$ cat src/hw/rtl/sfq_pkg.sv
// ----------------------------------------------------------------------------
// sfq_pkg
// Shared types and constants for the sample frame queue.
// ----------------------------------------------------------------------------
package sfq_pkg;
	localparam int unsigned RING_DEPTH_DEF = 1024;
	localparam int unsigned FRAME_MAX_DEF  = 16;
	localparam int unsigned RESULT_CAP     = 64;
	localparam logic [9:0]  US_PER_MS      = 10'd1000;

	localparam logic [2:0] REG_FRAME_LENGTH = 3'd0;
	localparam logic [2:0] REG_SAMPLE_PERIOD = 3'd1;
	localparam logic [2:0] REG_DROP_OLDEST  = 3'd2;
	localparam logic [2:0] REG_NEED_CONN    = 3'd3;
	localparam logic [2:0] REG_FLUSH_LIMIT  = 3'd4;

	typedef struct packed {
		logic [4:0]  frame_length;
		logic [19:0] smp_period;
		logic        drop_oldest;
		logic        need_connection;
		logic [2:0]  flush_limit;
	} cfg_t;

	localparam int unsigned IN_W  = 56;
	localparam int unsigned OUT_W = 72;
endpackage

$ cat src/hw/rtl/sfq_time_unit.sv
// ----------------------------------------------------------------------------
// sfq_time_unit
// Pipelined time advance: base + (n * period) / 1000.
// ----------------------------------------------------------------------------
module sfq_time_unit import sfq_pkg::*; (
	input  logic        clk,
	input  logic        arst_n,
	input  logic        start,
	input  logic [31:0] base,
	input  logic [4:0]  n,
	input  logic [19:0] period,
	output logic        done,
	output logic [31:0] result
);
	// x / 1000 is (x >> 3) / 125; the scaled reciprocal of 125 is exact while
	// x stays below 2^24, which n * period does for n up to 16
	localparam logic [21:0] RECIP_125 = 22'd2147484;

	logic [23:0] num_s1;
	logic [31:0] base_s1;
	logic        vld_s1;
	logic [14:0] quo_s2;
	logic [42:0] prod;

	assign prod = {22'd0, num_s1[23:3]} * {21'd0, RECIP_125};

	always_ff @(posedge clk or negedge arst_n) begin
		if (!arst_n) begin
			vld_s1 <= 1'b0;
			done   <= 1'b0;
		end else begin
			vld_s1 <= start;
			done   <= vld_s1;
		end
	end

	always_ff @(posedge clk) begin
		if (start) begin
			num_s1  <= {19'd0, n} * {4'd0, period};
			base_s1 <= base;
		end
		if (vld_s1) begin
			quo_s2 <= prod[42:28];
		end
	end

	assign result = base_s1 + {17'd0, quo_s2};
endmodule

$ cat config.mk
export PLATFORM = sky130hd
export DESIGN_NAME = sfq_time_unit
export DESIGN_NICKNAME = d
export VERILOG_FILES = /design/src/hw/rtl/sfq_pkg.sv /design/src/hw/rtl/sfq_time_unit.sv
export SDC_FILE = /design/constraint.sdc
export NUM_CORES = 1
export LEC_CHECK = 0
export ABC_CLOCK_PERIOD_IN_PS = 6700
export BUFFER_PORTS_ARGS = -buffer_cell sky130_fd_sc_hd__buf_2
export CAP_MARGIN = 40
export CORE_ASPECT_RATIO = 1.75
export CORE_UTILIZATION = 30
export DETAILED_ROUTE_END_ITERATION = 7
export GPL_ROUTABILITY_DRIVEN = 0
export PLACE_DENSITY = 0.54
export SETUP_SLACK_MARGIN = 0.15
export SLEW_MARGIN = 30
export SYNTH_ARGS = -nofsm -noshare
export SYNTH_HDL_FRONTEND = slang
export SYNTH_SLANG_ARGS = --single-unit
export TNS_END_PERCENT = 10
$ cat constraint.sdc
create_clock -name clk -period 6.7 [get_ports clk]
set_input_delay 0.335 -clock clk [delete_from_list [all_inputs] [get_ports clk]]
set_output_delay 0.335 -clock clk [all_outputs]
set_load 0.05 [all_outputs]
==> impl_metrics.tcl <==
set metrics [dict create \
    status "complete, no violations" \
    via_per_inst 4.71 \
    arrival_ns 6.16 \
    clk_path_buf_depth 2 \
    start_util 0.306 \
    synthCells 1159 \
    worstRegToRegCells 19 \
    syn_area_per_cell_um2 9.97 \
    htree_levels 3 \
    finalCritPeriodShare 0.902 \
    hp-class "input port to flip-flop" \
    wl_per_cell_um 16.2 \
    grt_pass1_vias 9005 \
    port_buffers 92 \
    synth.distinct_cells 63 \
    worstPathRequired_ns 6.82 \
    min_period_ns 6.04 \
    rows 94 \
    cts_made_buffers 9 \
    synth-seq-area-share 0.181 \
    synth-seq-cells 70 \
    cp_common_cell "fa_1" \
    track_usage 0.153 \
    clkTransAtPathRegs_ns 0.07 \
    wl_um 28300 \
    initialDrtViolationCount 193 \
    firstDrtPassIters 4 \
    dieArea_um2 39300 \
    die_width_um 150 \
    crit_fanout 6 \
    synth_compound_area_frac 0.0914 \
    timing.fmax_mhz 166 \
    ios 93 \
    cap_violations 0 \
    async_flop_share 0.0286 \
    finalSetupViolations 0 \
    cts_resized 0 \
    syn_area_um2 11600 \
    grt_max_degree 55 \
    synth_top_family_by_area "adder cells" \
    drive_gt1_frac 0.103 \
    nNetsFinal 1679 \
    clock_skew_ns 0.00757 \
    rr_startpoint "num_s1[9]$_DFFE_PP_" \
    crit_chain "ha_1 -> ha_1 -> inv_1 -> fa_1 -> fa_1 -> inv_1 -> fa_1 -> fa_1 -> inv_1 -> fa_1 -> inv_1 -> ha_1 -> a21oi_2 -> o21ai_1 -> or3_1 -> o21a_1 -> a211oi_1 -> o21ai_1 -> xor2_1" \
    yosys_warnings 0 \
    synth_xor_area_frac 0.0500 \
    hold_path_end "base_s1[24]$_DFFE_PP_" \
    muxShareOfSynthArea 0 \
    core_um2 37800 \
    crit_path_end_kind "flip-flop" \
    cts_tree "yes" \
    cpMaxStageDelayCell "fa_1" \
    antenna_cells 0 \
    clk_latency_ns 0.37 \
    cts_root_buf "clkbuf_16" \
    min_path_cells 1 \
    slowest_delay_ns 0.55 \
    start_kind "flip-flop" \
    r2r_setup_slack_ns 0.66 \
    crit_family "adder cells" \
    min_from "base[24]" \
    synth_fa_ha_area_frac 0.488 \
    die_h_um 262 \
    dp_hpwl_um 24900 \
    r2r_end "quo_s2[10]$_DFFE_PP_" \
    path_buf_inv 4 \
    cts.sinks 70 \
    antenna_found_initial 0 \
    grt_first_pass_wirelength_um 45200 \
    vias 8189 \
    syn-num-nets 1583 \
    synth_edf_count 68 \
    synth-simple-area-share 0.106 \
    rsz0062_at_grt "false" \
    postRouteAntennaNets 0 \
    slew_headroom 0.505 \
    drc 0 \
    grt-ovfl-total 0 \
    synth_ff_type "edfxtp_1" \
    fin_setup_tns_ns 0 \
    tightest_slew_ns 0.743 \
    hold_violations 0 \
    slew_viol_final 0 \
    area_delta_synth_final_pct 11.8 \
    path_class "flip-flop to flip-flop" \
]
## routing by layer
metal / vias to the layer above / wire [um] / track usage
met1: 3954 / 9790 / 0.139
met2: 153 / 16100 / 0.309
li1: 4016 / - / -
met3: 66 / 673 / 0.0146
met5: - / 0 / 0
met4: 0 / 1730 / 0.108
## stage by stage
stage / utilization / std cells / setup slack [ns] / cell area (um2) / hold WS (ns)
final: 0.342 / 1740 / 0.659 / 12900 / 0.135
after global placement: 0.333 / 1723 / 0.782 / 12600 / 0.137
after global routing: 0.342 / 1740 / 0.448 / 12900 / 0.124
after floorplan: - / 1159 / 1.07 / 11600 / 0.0394
after CTS: 0.342 / 1740 / 0.674 / 12900 / 0.114
after detailed placement: 0.333 / 1723 / 0.681 / 12600 / 0.137
## cell type report
cell class / instances / area [um2]
Clock buffer: 9 / 225
Clock inverter: 7 / 96.3
Fill cell: 3853 / 24800
Inverter: 245 / 920
Multi-Input combinational cell: 834 / 8500
Sequential cell: 70 / 2090
Tap cell: 480 / 601
Timing Repair Buffer: 95 / 485
## kinds of logic (layout without fill, tap and decap cells)
family | Yosys count | after routing
buffers and inverters | 255 | 356
AO/OA/AOI/OAI | 159 | 159
flip-flops | 70 | 70
adder cells (fa/ha/maj) | 364 | 364
AND/OR/NAND/NOR | 245 | 245
XOR/XNOR | 66 | 66
## flip-flops by register name, summed over array words and instances, names as in the netlist
register  flops
base_s1      32
done          1
num_s1       21
quo_s2       15
vld_s1        1
## cells in the final DEF, fill, tap and decap left out, types with 5 or more instances in the layout
cell | netlist | final
and3_1 | 10 | 10
nor2b_1 | 7 | 7
xor2_1 | 18 | 18
a21oi_1 | 52 | 52
nor2_1 | 37 | 37
nand2_1 | 92 | 92
o21bai_1 | 5 | 5
buf_2 | 0 | 92
inv_1 | 245 | 245
nand3_1 | 15 | 15
a21o_1 | 23 | 23
edfxtp_1 | 68 | 68
xnor2_1 | 48 | 48
o21ai_0 | 27 | 27
o21a_1 | 6 | 6
nand4_1 | 11 | 11
fa_1 | 145 | 145
ha_1 | 219 | 219
nor3_1 | 7 | 7
and2_1 | 42 | 42
clkbuf_16 | 0 | 9
o21ai_1 | 8 | 8
## repair_timing
item	4_1_cts	5_1_grt
setup buffers	0	0
endpoints found under the hold margin	2	0
hold buffers	1	0
## worst max path at each step
stage | to | depth (start not counted) | startpoint | slack, ns
after floorplan | quo_s2[14]$_DFFE_PP_ | 19 | num_s1[10]$_DFFE_PP_ | 1.07
after global placement | quo_s2[10]$_DFFE_PP_ | 19 | num_s1[9]$_DFFE_PP_ | 0.78
after detailed placement | quo_s2[10]$_DFFE_PP_ | 19 | num_s1[9]$_DFFE_PP_ | 0.68
after CTS | quo_s2[10]$_DFFE_PP_ | 19 | num_s1[9]$_DFFE_PP_ | 0.67
after global routing | quo_s2[14]$_DFFE_PP_ | 19 | num_s1[7]$_DFFE_PP_ | 0.45
final | quo_s2[10]$_DFFE_PP_ | 19 | num_s1[9]$_DFFE_PP_ | 0.66
## cell usage after synthesis (3+ instances only)
cell type,count,area [um2]
a21oi_1,52,260
nand3b_1,3,22.5
a21o_1,23,173
o21bai_1,5,37.5
nand2b_1,4,25.0
clkbuf_1,8,30.0
fa_1,145,2900
o21ai_1,8,40.0
nand2_1,92,345
a211oi_1,4,30.0
inv_1,245,920
o21a_1,6,45.0
nand4_1,11,68.8
o21ai_0,27,135
nand3_1,15,75.1
xor2_1,18,158
nor2_1,37,139
nor2b_1,7,43.8
nor3_1,7,35.0
ha_1,219,2740
a211o_1,3,26.3
xnor2_1,48,420
and3_1,10,62.6
a21oi_2,4,35.0
edfxtp_1,68,2040
and2_1,42,263
and4_1,4,35.0
## worst register-to-register path: stages, from the launching register on
cell and delay, ns:
edfxtp_1 0.53, ha_1 0.36, ha_1 0.20, inv_1 0.12, fa_1 0.42, fa_1 0.50
inv_1 0.06, fa_1 0.50, fa_1 0.55, inv_1 0.05, fa_1 0.51, inv_1 0.05
ha_1 0.32, a21oi_2 0.19, o21ai_1 0.10, or3_1 0.42, o21a_1 0.21, a211oi_1 0.39
o21ai_1 0.16, xor2_1 0.16
Power is not shown: default switching activity piles up to over one toggle a cycle in this logic, so the estimate is an artifact.
